**src/rtl/vls_pkg.sv**
```systemverilog
`timescale 1ns / 1ps
`default_nettype none
// ----------------------------------------------------------------------------
// vls_pkg: shared types and constants for the voxel line-of-sight block
// Field widths, memory word layout, stepper control group and request codes.
// ----------------------------------------------------------------------------
package vls_pkg;

  // request field widths
  localparam int A_W = 4;
  localparam int B_W = 7;
  localparam int C_W = 7;

  // stepper coordinate and error term widths
  localparam int CRD_W = 7;
  localparam int ERR_W = CRD_W + 3;

  // occupancy memory word layout
  localparam int WORD_W = 64;
  localparam int BIT_W  = $clog2(WORD_W);

  // default grid size
  localparam int SIZE_A_DEF = 16;
  localparam int SIZE_B_DEF = 128;
  localparam int SIZE_C_DEF = 128;

  // request codes
  localparam logic ACT_WRITE = 1'b0;
  localparam logic ACT_QUERY = 1'b1;

  // one voxel position
  typedef struct packed {
    logic [A_W-1:0] a;
    logic [B_W-1:0] b;
    logic [C_W-1:0] c;
  } pos_t;

  // stepper control group
  typedef struct packed {
    logic load;
    logic init;
    logic adv;
  } step_ctl_t;

endpackage
`default_nettype wire

```
**src/rtl/vls_step.sv**
```systemverilog
`timescale 1ns / 1ps
`default_nettype none
// ----------------------------------------------------------------------------
// vls_step: 3d bresenham stepping unit
// Holds the walk position and error terms, advances one voxel per adv pulse.
// ----------------------------------------------------------------------------
module vls_step (
  input  logic               clk,
  input  logic               rst_n,
  input  vls_pkg::step_ctl_t ctl,
  input  vls_pkg::pos_t      start_pos,
  input  vls_pkg::pos_t      end_pos,
  output vls_pkg::pos_t      pos,
  output logic               busy
);
  import vls_pkg::*;

  logic [CRD_W-1:0]        p_r   [3];
  logic [CRD_W-1:0]        dl_r  [3];
  logic signed [ERR_W-1:0] e_r   [3];
  logic [2:0]              dir_r;
  logic [2:0]              drv_r;
  logic [CRD_W-1:0]        dd_r;
  logic [CRD_W-1:0]        cnt_r;

  logic [CRD_W-1:0]        st_w  [3];
  logic [CRD_W-1:0]        en_w  [3];
  logic [2:0]              drv_w;
  logic [CRD_W-1:0]        dd_w;

  // widen request coordinates to the common width
  always_comb begin
    st_w[0] = CRD_W'(start_pos.a);
    st_w[1] = CRD_W'(start_pos.b);
    st_w[2] = CRD_W'(start_pos.c);
    en_w[0] = CRD_W'(end_pos.a);
    en_w[1] = CRD_W'(end_pos.b);
    en_w[2] = CRD_W'(end_pos.c);
  end

  // driving axis: largest span, ties a before b before c
  always_comb begin
    drv_w[0] = (dl_r[0] >= dl_r[1]) && (dl_r[0] >= dl_r[2]);
    drv_w[1] = !drv_w[0] && (dl_r[1] >= dl_r[2]);
    drv_w[2] = !drv_w[0] && !drv_w[1];
    priority if (drv_w[0]) begin
      dd_w = dl_r[0];
    end else if (drv_w[1]) begin
      dd_w = dl_r[1];
    end else begin
      dd_w = dl_r[2];
    end
  end

  // position, spans and error terms
  always_ff @(posedge clk) begin
    for (int k = 0; k < 3; k++) begin
      if (ctl.load) begin
        p_r[k]   <= st_w[k];
        dl_r[k]  <= (en_w[k] > st_w[k]) ? (en_w[k] - st_w[k]) : (st_w[k] - en_w[k]);
        dir_r[k] <= !(st_w[k] < en_w[k]);
      end else if (ctl.init) begin
        e_r[k] <= $signed({2'b00, dl_r[k], 1'b0}) - $signed({3'b000, dd_w});
      end else if (ctl.adv) begin
        if (drv_r[k] || !e_r[k][ERR_W-1]) begin
          p_r[k] <= dir_r[k] ? (p_r[k] - 1'b1) : (p_r[k] + 1'b1);
        end
        if (!drv_r[k]) begin
          if (!e_r[k][ERR_W-1]) begin
            e_r[k] <= e_r[k] + $signed({2'b00, dl_r[k], 1'b0})
                      - $signed({2'b00, dd_r, 1'b0});
          end else begin
            e_r[k] <= e_r[k] + $signed({2'b00, dl_r[k], 1'b0});
          end
        end
      end
    end
    if (ctl.init) begin
      drv_r <= drv_w;
      dd_r  <= dd_w;
    end
  end

  // remaining step count
  always_ff @(posedge clk) begin
    if (!rst_n) begin
      cnt_r <= '0;
    end else if (ctl.load) begin
      cnt_r <= '0;
    end else if (ctl.init) begin
      cnt_r <= dd_w;
    end else if (ctl.adv && (cnt_r != '0)) begin
      cnt_r <= cnt_r - 1'b1;
    end
  end

  assign busy  = (cnt_r != '0);
  assign pos.a = p_r[0][A_W-1:0];
  assign pos.b = p_r[1][B_W-1:0];
  assign pos.c = p_r[2][C_W-1:0];

endmodule
`default_nettype wire

```
**config.mk**
```make
export PLATFORM = sky130hd
export DESIGN_NAME = vls_step
export DESIGN_NICKNAME = d
export VERILOG_FILES = /design/src/rtl/vls_pkg.sv /design/src/rtl/vls_step.sv
export SDC_FILE = /design/constraint.sdc
export NUM_CORES = 1
export LEC_CHECK = 0
export BUFFER_PORTS_ARGS = -buffer_cell sky130_fd_sc_hd__buf_2
export CAP_MARGIN = 20
export CORE_ASPECT_RATIO = 1.2
export CORE_MARGIN = 10
export CORE_UTILIZATION = 49
export CTS_CLUSTER_SIZE = 8
export DETAILED_ROUTE_END_ITERATION = 10
export PLACE_DENSITY = 0.67
export SLEW_MARGIN = 30
export SYNTH_ARGS = -nofsm -noshare
export SYNTH_HDL_FRONTEND = slang
export SYNTH_SLANG_ARGS = --single-unit
```
**constraint.sdc**
```tcl
create_clock -name clk -period 5.7 [get_ports clk]
set_clock_uncertainty 0.2 [all_clocks]
set_input_delay 0.57 -clock clk [delete_from_list [all_inputs] [get_ports clk]]
set_output_delay 0.57 -clock clk [all_outputs]
set_load 0.05 [all_outputs]
```
Word level (Yosys, flattened, before mapping)
Memories as Yosys holds them, arrays and structs flattened.
Index checks and enable logic that the tools add are counted.
{"block": "totals", "in_bits": 41, "wordCells": 141, "n_memories": 3, "rom_bits": 0, "regBits": 20, "latch_bits": 0, "ram_bits": 72}
{"block": "classes", "order_cmp": 9, "addsub": 22, "n_reduce_logical": 18, "mul": 0, "shifts": 0, "mux": 75, "div": 0, "bitwise": 10, "eq_ne": 0}
{"memory": "e_r", "words": 3, "width": 10, "rd": 3, "rd_clocked_by_memory_dff": 0, "write_ports": 3, "line_no": "vls_step.sv:20", "text": "logic signed [ERR_W-1:0] e_r [3];"}
{"memory": "dl_r", "words": 3, "width": 7, "rd": 3, "rd_clocked_by_memory_dff": 0, "write_ports": 3, "line_no": "vls_step.sv:19", "text": "logic [CRD_W-1:0] dl_r [3];"}
{"memory": "p_r", "words": 3, "width": 7, "rd": 3, "rd_clocked_by_memory_dff": 0, "write_ports": 3, "line_no": "vls_step.sv:18", "text": "logic [CRD_W-1:0] p_r [3];"}
{"cell": "$mux 7", "count": 13}
{"cell": "$mux 10", "count": 6}
{"cell": "$mux 1", "count": 56}
{"cell": "$add 10x9->10", "count": 3}
{"cell": "$sub 10x9->10", "count": 3}
{"cell": "$sub 7x1->7 const B", "count": 4}
{"cell": "$sub 7x7->7", "count": 4}
{"cell": "$sub 8x7->9", "count": 3}
{"cell": "$add 7x1->7 const B", "count": 3}
{"cell": "$ge 7x7->1", "count": 3}
{"cell": "$gt 7x7->1", "count": 2}
{"cell": "$lt 7x7->1", "count": 2}
{"cell": "$sub 4x4->5", "count": 2}
{"cell": "$or 1x1->1", "count": 9}
{"cell": "$logic_not 1->1", "count": 8}
{"cell": "$reduce_bool 7->1", "count": 1}
{"cell": "$gt 4x4->1", "count": 1}
{"cell": "$logic_and 1x1->1", "count": 4}
{"cell": "$lt 4x4->1", "count": 1}
{"cell": "$logic_or 1x1->1", "count": 3}
{"cell": "$reduce_bool 2->1", "count": 1}
{"cell": "$reduce_or 2->1", "count": 1}
{"cell": "$not 1->1", "count": 1}

Longest topological paths before layout
Gate-level depths: netlist of run 1.
An unclocked memory read counts as a cell.
{"block": "logic_depth", "word_depth": 10, "mapped_depth": 19}

Least setup slack after synthesis of run 1
Ideal clock, no wire load.
{"block": "synth_timing", "path_kind": "flip-flop to flip-flop", "from": "memory dl_r[0][6]", "to": "memory e_r[1][9] in the netlist's numbering (data pin)", "t_required_ns": 5.340, "slack_ns": 1.100, "setup_time_ns": 0.160, "path_stages_with_launch": 17, "synth_period_minus_slack_ns": 4.600, "t_arrival_ns": 4.240, "path_cell_list": "edfxtp_1 ha_1 and3_1 a221o_1 a31oi_4 nor2_4 o21ai_0 inv_1 fa_1 a21o_1 a21oi_1 nor2b_1 o21a_1 o21a_1 o41ai_2 o22ai_1 nor3b_1"}
{"item": "start: declaration", "line_no": "vls_step.sv:19"}
{"item": "end: declaration", "line_no": "vls_step.sv:20"}

==> results of run 1 <==
==> flip-flops by register name (all words and copies together), names as in the netlist <==
register	flops
e_r	27
dl_r	19
p_r	18
cnt_r	7
dd_r	7
dir_r	3
drv_r	3
==> final cells by class <==
cell class,count,area (um2)
fillers,1612,7970
multi-input cells,741,5850
flip-flops and latches,84,2450
inverters,106,398
repair buffers,60,303
well taps,220,275
clock buffers,9,225
clock inverters,7,97.6
==> cells in the mapped netlist (17+ instances only) <==
cell type  count  area, um2
nand2b_1      17        106
o21a_1        17        128
nand2_1       63        236
ha_1         132       1650
inv_1        106        398
o21ai_0       52        260
a21o_1        42        315
xor2_1        21        184
edfxtp_1      77       2310
mux2i_1       20        200
a21oi_1       71        355
nor2_1        58        218
xnor2_1       57        499
fa_1          18        360
nor2b_1       23        144
==> cell families (layout without fill, tap and decap cells) <==
group	after synthesis	after routing
AOI/OAI and AO/OA	271	271
xor gates and xnor gates	78	78
adders and majority gates	150	150
buffers and inverters	122	182
DFF	84	84
muxes	23	23
and+or+nand+nor	219	219
==> where the power goes <==
part / total (mW) / internal [mW] / switching [mW]
combinational: 3.70 / 1.61 / 2.09
clock: 0.663 / 0.386 / 0.276
sequential: 1.04 / 0.918 / 0.119
total: 5.40 / 2.92 / 2.49
==> metrics by stage <==
step | hold WS [ps] | power, mW
4_1_cts | 314 | 5.39
2_1_floorplan | 346 | 3.94
3_5_place_dp | 376 | 4.70
6_report | 318 | 5.40
3_3_place_gp | 365 | 4.65
5_1_grt | 353 | 5.88
==> routing by layer <==
layer / up-vias / share of wire [%] / global-route usage, %
li1: 3505 / - / -
met1: 3254 / 45 / 22.5
met2: 185 / 47 / 28.8
met3: 39 / 4.5 / 2.65
met4: 0 / 3.8 / 9.30
met5: - / 0 / 0
==> worst max path at each step <==
stage               start        end  cells past startpoint  slack, ps
2_1_floorplan  dl_r[0][6]  e_r[1][9]                     16       1100
3_3_place_gp   dl_r[0][6]  e_r[1][9]                     17        800
5_1_grt        dl_r[0][7]  e_r[1][9]                     17        290
3_5_place_dp   dl_r[0][6]  e_r[1][9]                     17        670
4_1_cts        dl_r[0][6]  e_r[1][9]                     17        660
6_report       dl_r[0][6]  e_r[1][9]                     17        660
==> worst reg2reg max path, stage by stage (launching register included) <==
cell	delay (ps)
edfxtp_1	350
buf_4	210
ha_1	320
and3_1	230
a221o_1	350
a31oi_4	240
nor2_4	150
o21ai_0	490
inv_1	270
fa_1	510
a21o_1	170
a21oi_1	210
nor2b_1	70
o21a_1	180
o21a_1	210
o41ai_2	380
o22ai_1	130
nor3b_1	230
==> results.cfg, run 1 <==
[synthesis]
synth_compound_area_share_pct = 20.8
syn_area_per_cell_um2 = 9.26
synth.distinct_cells = 72
muxShareOfSynthArea_pct = 2.70
syn_area_um2 = 8770
yosysSeqAreaShare_pct = 28.0
synthAdderAreaFrac_pct = 22.9
synth_seq_cells = 84
synth_simple_gate_area_share_pct = 12.5
synthCells = 947
synth_edf_count = 77
synth_flop_cell = edfxtp_1
synthArstFlopShare_pct = 0
synth_nets = 1138
synth_xor_xnor_area_share_pct = 7.79
synth_top_family_by_area = adder cells
yosysWarnings = 0

[sta]
worst_pin_slew_ps = 744
tns_ps = 0
finalCritPeriodShare_pct = 88.4
hold_viol_final = 0
rsz0062_at_grt = false
worst_slack_ps = 659
slew_viol_final = 0
fmax_mhz = 198
setup_viol = 0
max_slew_margin_pct = 50.4
period_minus_slack_ps = 5040

[critical_path]
endpoint_kind = flip-flop
critPathBufInv = 2
startpoint_type = flip-flop
slowest_delay_ps = 510
path_cells = buf_4 > ha_1 > and3_1 > a221o_1 > a31oi_4 > nor2_4 > o21ai_0 > inv_1 > fa_1 > a21o_1 > a21oi_1 > nor2b_1 > o21a_1 > o21a_1 > o41ai_2 > o22ai_1 > nor3b_1
reg2reg_depth = 17
r2r-start = dl_r[0][6]
cp_common_cell = o21a_1
timing_worst_setup_path_type = flip-flop to flip-flop
path_delay_family = compound AO/OA/AOI/OAI gates
r2r_end = e_r[1][9]
arrival_ps = 5040
reg2reg_slack_ps = 660
cp_max_fo = 19
crit_required_ps = 5700
slowest_stage = fa_1

[die]
die_width_um = 142
start_util_pct = 49.9
dieArea_um2 = 23700
io_pins = 60
rows = 53
coreArea_um2 = 17600
die_h_um = 167

[hold_path]
hold_start = start_pos[13]
whs_endpoint = p_r[1][6]
hp-class = input pin to flip-flop
min_path_cells = 3

[drt]
first_pass_iters = 5
drtIter0Drc = 414
routed_wl_mm = 21.4
drc = 0
num_vias = 6983
post_drt_via_cell_ratio = 5.69
drt-wirelength-per-cell_um = 17.4
final_antenna_net_count = 0

[cells_and_area]
drive_gt1_share_pct = 9.73
layout_commonest_cell = ha_1
design_area_um2 = 9610
final_nets = 1193
antenna_cells = 0
areaGrowthSynthToFinish_pct = 9.56
most-common-layout-cells = ha_1 (132), inv_1 (106), edfxtp_1 (77)
final_util_pct = 54.7
final_cells = 1227

[global_routing]
grt_start_max_net_pins = 29
antenna_found_initial = 0
grt_pass1_vias = 6964
grt_pass1_wl_mm = 34.5
overflow = 0
grt_use_total_pct = 17.9

[clock_tree]
clockRootBuffer = clkbuf_16
clk_latency_ps = 360
cts_setup_buffers = 0
clk_pin_slew_ps = 70
tritoncts = done
cts_resized = 0
clock_path_buffers = 2
holdBufCountCts = 0
htreeDepth = 3
cts.sinks = 84
cts_buffers = 9

[placed_design]
placed_cell_area_um2 = 9280
place_congestion = 0.934
place_ws_ps = 665
dpl.hpwl_mm = 16.8
io_buffers = 59
dp.cells = 1211

[run_status]
outcome = finished, final reports clean

[run]
cap_violations = 0

[pwr]
peakVddDrop_v = 0.000262
power_leakage_nw = 4.48
p_per_area_nw_per_um2 = 563
No activity file was read; power rests on OpenSTA's default activity.
==> run 2: changes to the inputs <==
- CORE_UTILIZATION: 49 -> 65
- PLACE_DENSITY: 0.67 -> 0.86
- clock period: 5.7 -> 6 ns (I/O delays scaled with it)
==> run 2 against run 1 <==
  * Count of clock-buffer cells in the layout rose by 1
  * Sequential share of layout area rose by 0.13 points
  * Maximum frequency fell by 2.6%
  * Critical path depth fell by 1
  * Die area fell by 22%
  * Via count rose by 1.8%
  * Non-clock buffer count did not move
  * Hold slack improved by 42 ps
  * Combinational power fell by 5.9%
  * Critical endpoint unchanged
  * Largest cell class unchanged
  * Largest power group unchanged
==> results.cfg, run 2 (synthesized netlist as in run 1, its figures left out) <==
[run_status]
outcome = finished, final reports clean

[drt]
post_drt_via_cell_ratio = 6.05
final_antenna_net_count = 0
drtIter0Drc = 417
first_pass_iters = 5
drc = 0
num_vias = 7108
drt-wirelength-per-cell_um = 17.6
routed_wl_mm = 20.7

[global_routing]
grt_pass1_wl_mm = 34.6
grt_pass1_vias = 7313
overflow = 0
antenna_found_initial = 0
grt_use_total_pct = 22.3
grt_start_max_net_pins = 29

[cells_and_area]
final_nets = 1193
most-common-layout-cells = ha_1 (132), inv_1 (106), edfxtp_1 (77)
areaGrowthSynthToFinish_pct = 8.99
antenna_cells = 0
final-seq-area_um2 = 2450
drive_gt1_share_pct = 9.53
design_area_um2 = 9560
reg.largest.list = e_r (27), dl_r (19), p_r (18)
multi_input_area_um2 = 5850
top_register = e_r
fill_cells = 983
largest_reg_flops = 27
layout_commonest_cell = ha_1

[pwr]
p_per_area_nw_per_um2 = 537
peakVddDrop_v = 0.000468
power_leakage_nw = 4.49

[die]
rows = 46
io_pins = 60
die_h_um = 147
start_util_pct = 66.2
dieArea_um2 = 18600
coreArea_um2 = 13200
die_width_um = 126

[sta]
setup_viol = 0
hold_viol_final = 0
tns_ps = 0
holdWs_ps = 359
worst_pin_slew_ps = 778
slew_viol_final = 0
max_slew_margin_pct = 48.1
finalCritPeriodShare_pct = 86.3
fmax_mhz = 193
period_minus_slack_ps = 5180
rsz0062_at_grt = false

[critical_path]
reg2reg_depth = 16
arrival_ps = 5180
r2r-start = dl_r[0][6]
cp_max_fo = 19
r2r_end = e_r[1][9]
startpoint = dl_r[0][6]
cp-endpoint = e_r[1][9]
startpoint_type = flip-flop
reg2reg_slack_ps = 820
crit_required_ps = 6000
timing_worst_setup_path_type = flip-flop to flip-flop
endpoint_kind = flip-flop

[placed_design]
dpl.hpwl_mm = 16.4
io_buffers = 59
place_congestion = 0.922
placed_cell_area_um2 = 9210

[hold_path]
hp-class = input pin to flip-flop
min_path_cells = 3

[clock_tree]
cts_buffers = 9
clk_latency_ps = 350
cts.sinks = 84
htreeDepth = 3
cts_resized = 0
holdBufCountCts = 0
tritoncts = done
clock_path_buffers = 2
clockRootBuffer = clkbuf_16
cts_setup_buffers = 0
clk_pin_slew_ps = 70

[run]
cap_violations = 0
## run 2: cell count changes in the layout (fill, tap and decap cells not counted)
| cell | previous run | this run |
|---|---|---|
| clkinvlp_4 | 2 | 0 |
| inv_6 | 2 | 1 |
| bufinv_16 | 2 | 3 |
| o21ai_2 | 1 | 0 |
| clkbuf_1 | 0 | 1 |
| o21ai_1 | 4 | 5 |
| clkinv_4 | 0 | 1 |
## run 2: worst min path at each step
stage | from | end | slack [ps]
2_1_floorplan | cnt_r[6] | cnt_r[6] | 350
3_3_place_gp | cnt_r[6] | cnt_r[6] | 370
3_5_place_dp | cnt_r[5] | cnt_r[5] | 390
4_1_cts | start_pos[14] | p_r[0][0] | 350
5_1_grt | start_pos[6] | p_r[2][6] | 380
6_report | start_pos[14] | p_r[0][0] | 360
## run 2: worst max-delay path, stage by stage, from the launching register on
cell      delay, ps
edfxtp_1        710
ha_1            340
and3_1          230
a221o_1         340
a31oi_4         220
nor2_4          140
o21ai_0         510
inv_1           280
fa_1            500
a21o_1          170
a21oi_1         220
nor2b_1          70
o21a_1          180
o21a_1          200
o41ai_2         370
o22ai_1         120
nor3b_1         210
## run 2: routing by layer
| metal | track usage (%) | share of wire (%) |
|---|---|---|
| met3 | 3.28 | 4.6 |
| met2 | 39.8 | 51 |
| met5 | 0 | 0 |
| met1 | 25.3 | 41 |
| met4 | 11.1 | 3.6 |
## run 2: power by group
group / switching, mW / internal [mW] / leakage [nW]
combinational: 1.95 / 1.53 / 3.51
clock: 0.245 / 0.409 / 0.167
sequential: 0.121 / 0.873 / 0.811
total: 2.32 / 2.81 / 4.49
## run 2: cell type report
type	instances	share of cell area (%)
clock buffers	10	2.40
flip-flops and latches	84	25.7
clock inverters	6	1.18
multi-input cells	741	61.2
inverters	106	4.16
repair buffers	60	3.17
well taps	168	2.20
## run 2: through the flow
step	instances	util [%]	total power, mW	setup slack, ps
2_1_floorplan	947	-	3.74	1400
3_3_place_gp	1159	69.6	4.32	1040
3_5_place_dp	1159	69.6	4.43	844
4_1_cts	1175	72.2	5.11	832
5_1_grt	1175	72.2	5.58	464
6_report	1175	72.2	5.13	824
==> run 3: changes to the inputs <==
- CELL_PAD_IN_SITES_DETAIL_PLACEMENT: unset -> 2
- CELL_PAD_IN_SITES_GLOBAL_PLACEMENT: unset -> 2
- CORE_UTILIZATION: 65 -> 43
- PLACE_DENSITY: 0.86 -> 0.89
==> run 3 against run 2 <==
  * Via count up 11%
  * Utilization fell by 24 points
  * Sequential share of layout area down 0.22 points
  * Wire length is 70% higher
  * Sequential cell count unchanged
  * Sequential power hardly changed
  * Die area up 43%
  * Final area grew 0.85%
  * Largest power group unchanged
  * Highest routed layer unchanged
==> results.cfg, run 3 (synthesized netlist as in run 1, its figures left out) <==
[pwr]
peakVddDrop_v = 0.000233
totalPowerFinal_mw = 5.52
p_per_area_nw_per_um2 = 573
power_leakage_nw = 4.48

[hold_path]
hold_start = start_pos[13]
min_path_cells = 3
whs_endpoint = p_r[1][6]
hp-class = input pin to flip-flop

[critical_path]
startpoint_type = flip-flop
r2r-start = dl_r[0][13]
arrival_ps = 5660
path_cells = inv_1 > ha_1 > a21oi_1 > o21ai_0 > a21oi_1 > nor2_4 > o21ai_0 > inv_1 > fa_1 > a21o_1 > a21oi_1 > nor2b_1 > o21a_1 > o21a_1 > o41ai_2 > o22ai_1 > nor3b_1
slowest_stage = edfxtp_1
crit_required_ps = 5950
endpoint_kind = flip-flop
timing_worst_setup_path_type = flip-flop to flip-flop
cp_common_cell = a21oi_1
reg2reg_slack_ps = 290
slowest_delay_ps = 570
r2r_end = e_r[1][9]
cp_max_fo = 19
reg2reg_depth = 17

[drt]
final_antenna_net_count = 0
num_vias = 7857
routed_wl_mm = 35.0
drt-wirelength-per-cell_um = 27.5
drtIter0Drc = 476
first_pass_iters = 5
post_drt_via_cell_ratio = 6.16
drc = 0

[global_routing]
grt_start_max_net_pins = 29
overflow = 0
grt_pass1_vias = 9250
grt_use_total_pct = 26.9
grt_pass1_wl_mm = 54.9
antenna_found_initial = 0

[die]
start_util_pct = 43.4
die_width_um = 150
rows = 57
die_h_um = 176
io_pins = 60
dieArea_um2 = 26500
coreArea_um2 = 20200

[placed_design]
io_buffers = 59
dpl.hpwl_mm = 24.8
place_congestion = 0.879
placed_cell_area_um2 = 9360
place_ws_ps = 719

[clock_tree]
cts_buffers = 9
cts.sinks = 84
cts_setup_buffers = 0
tritoncts = done
clk_latency_ps = 370
cts_resized = 0
clk_pin_slew_ps = 70
htreeDepth = 3
clock_path_buffers = 2
clockRootBuffer = clkbuf_16
holdBufCountCts = 0

[sta]
setup_viol = 0
fmax_mhz = 175
tns_ps = 0
max_slew_margin_pct = 48.3
slew_viol_final = 0
finalCritPeriodShare_pct = 95.1
hold_viol_final = 0
worst_slack_ps = 293
period_minus_slack_ps = 5710
rsz0062_at_grt = false
worst_pin_slew_ps = 773

[cells_and_area]
reg.largest.list = e_r (27), dl_r (19), p_r (18)
most-common-layout-cells = ha_1 (132), inv_1 (106), edfxtp_1 (77)
drive_gt1_share_pct = 9.80
design_area_um2 = 9640
fill_cells = 2138
layout_commonest_cell = ha_1
areaGrowthSynthToFinish_pct = 9.92
top_register = e_r
largest_reg_flops = 27
final_util_pct = 47.7
antenna_cells = 0
final_nets = 1196

[run]
cap_violations = 0

[run_status]
outcome = finished, final reports clean
-- run 3: worst max-delay path by stage --
stage                start   endpoint  slack, ps  cells after the start
2_1_floorplan   dl_r[0][6]  e_r[1][9]       1400                     16
3_3_place_gp   dl_r[0][20]  e_r[1][9]       1110                     17
3_5_place_dp   dl_r[0][13]  e_r[1][9]        720                     17
4_1_cts        dl_r[0][13]  e_r[1][9]        430                     17
5_1_grt        dl_r[0][13]  e_r[1][9]          8                     17
6_report       dl_r[0][13]  e_r[1][9]        290                     17
-- run 3: stage by stage --
step | hold slack (ps) | cells
floorplan | 346 | 947
global placement | 368 | 1259
detailed placement | 439 | 1259
CTS | 369 | 1275
global route | 402 | 1275
finish | 370 | 1275
-- run 3: critical path: cells and delay by family (launching register included) --
kind | cells | cell delay, ps
simple gates | 3 | 640
fa+ha+maj | 2 | 890
compound gates | 10 | 2610
flops | 1 | 570
buf+inv | 2 | 550
-- run 3: where the power goes --
group / internal (mW) / switching (mW)
logic: 1.57 / 2.36
clock network: 0.295 / 0.281
registers: 0.874 / 0.142
total: 2.74 / 2.78
-- run 3: area by class of cell --
type / instances / area, um2 / share of cell area, %
clock buffer: 11 / 243 / 2.52
tap: 265 / 332 / 3.44
timing repair buffer: 63 / 325 / 3.38
sequential: 84 / 2450 / 25.4
multi-input combinational: 741 / 5850 / 60.7
clock inverter: 5 / 36.3 / 0.377
inverter: 106 / 398 / 4.13
-- run 3: metal layers --
| metal | GRT usage, % | wire, um | vias to the layer above |
|---|---|---|---|
| met5 | 0 | 0 | - |
| met2 | 50.3 | 19100 | 254 |
| met1 | 28.1 | 13200 | 3984 |
| met3 | 4.48 | 1250 | 102 |
| met4 | 13.1 | 1550 | 0 |
| li1 | - | - | 3517 |
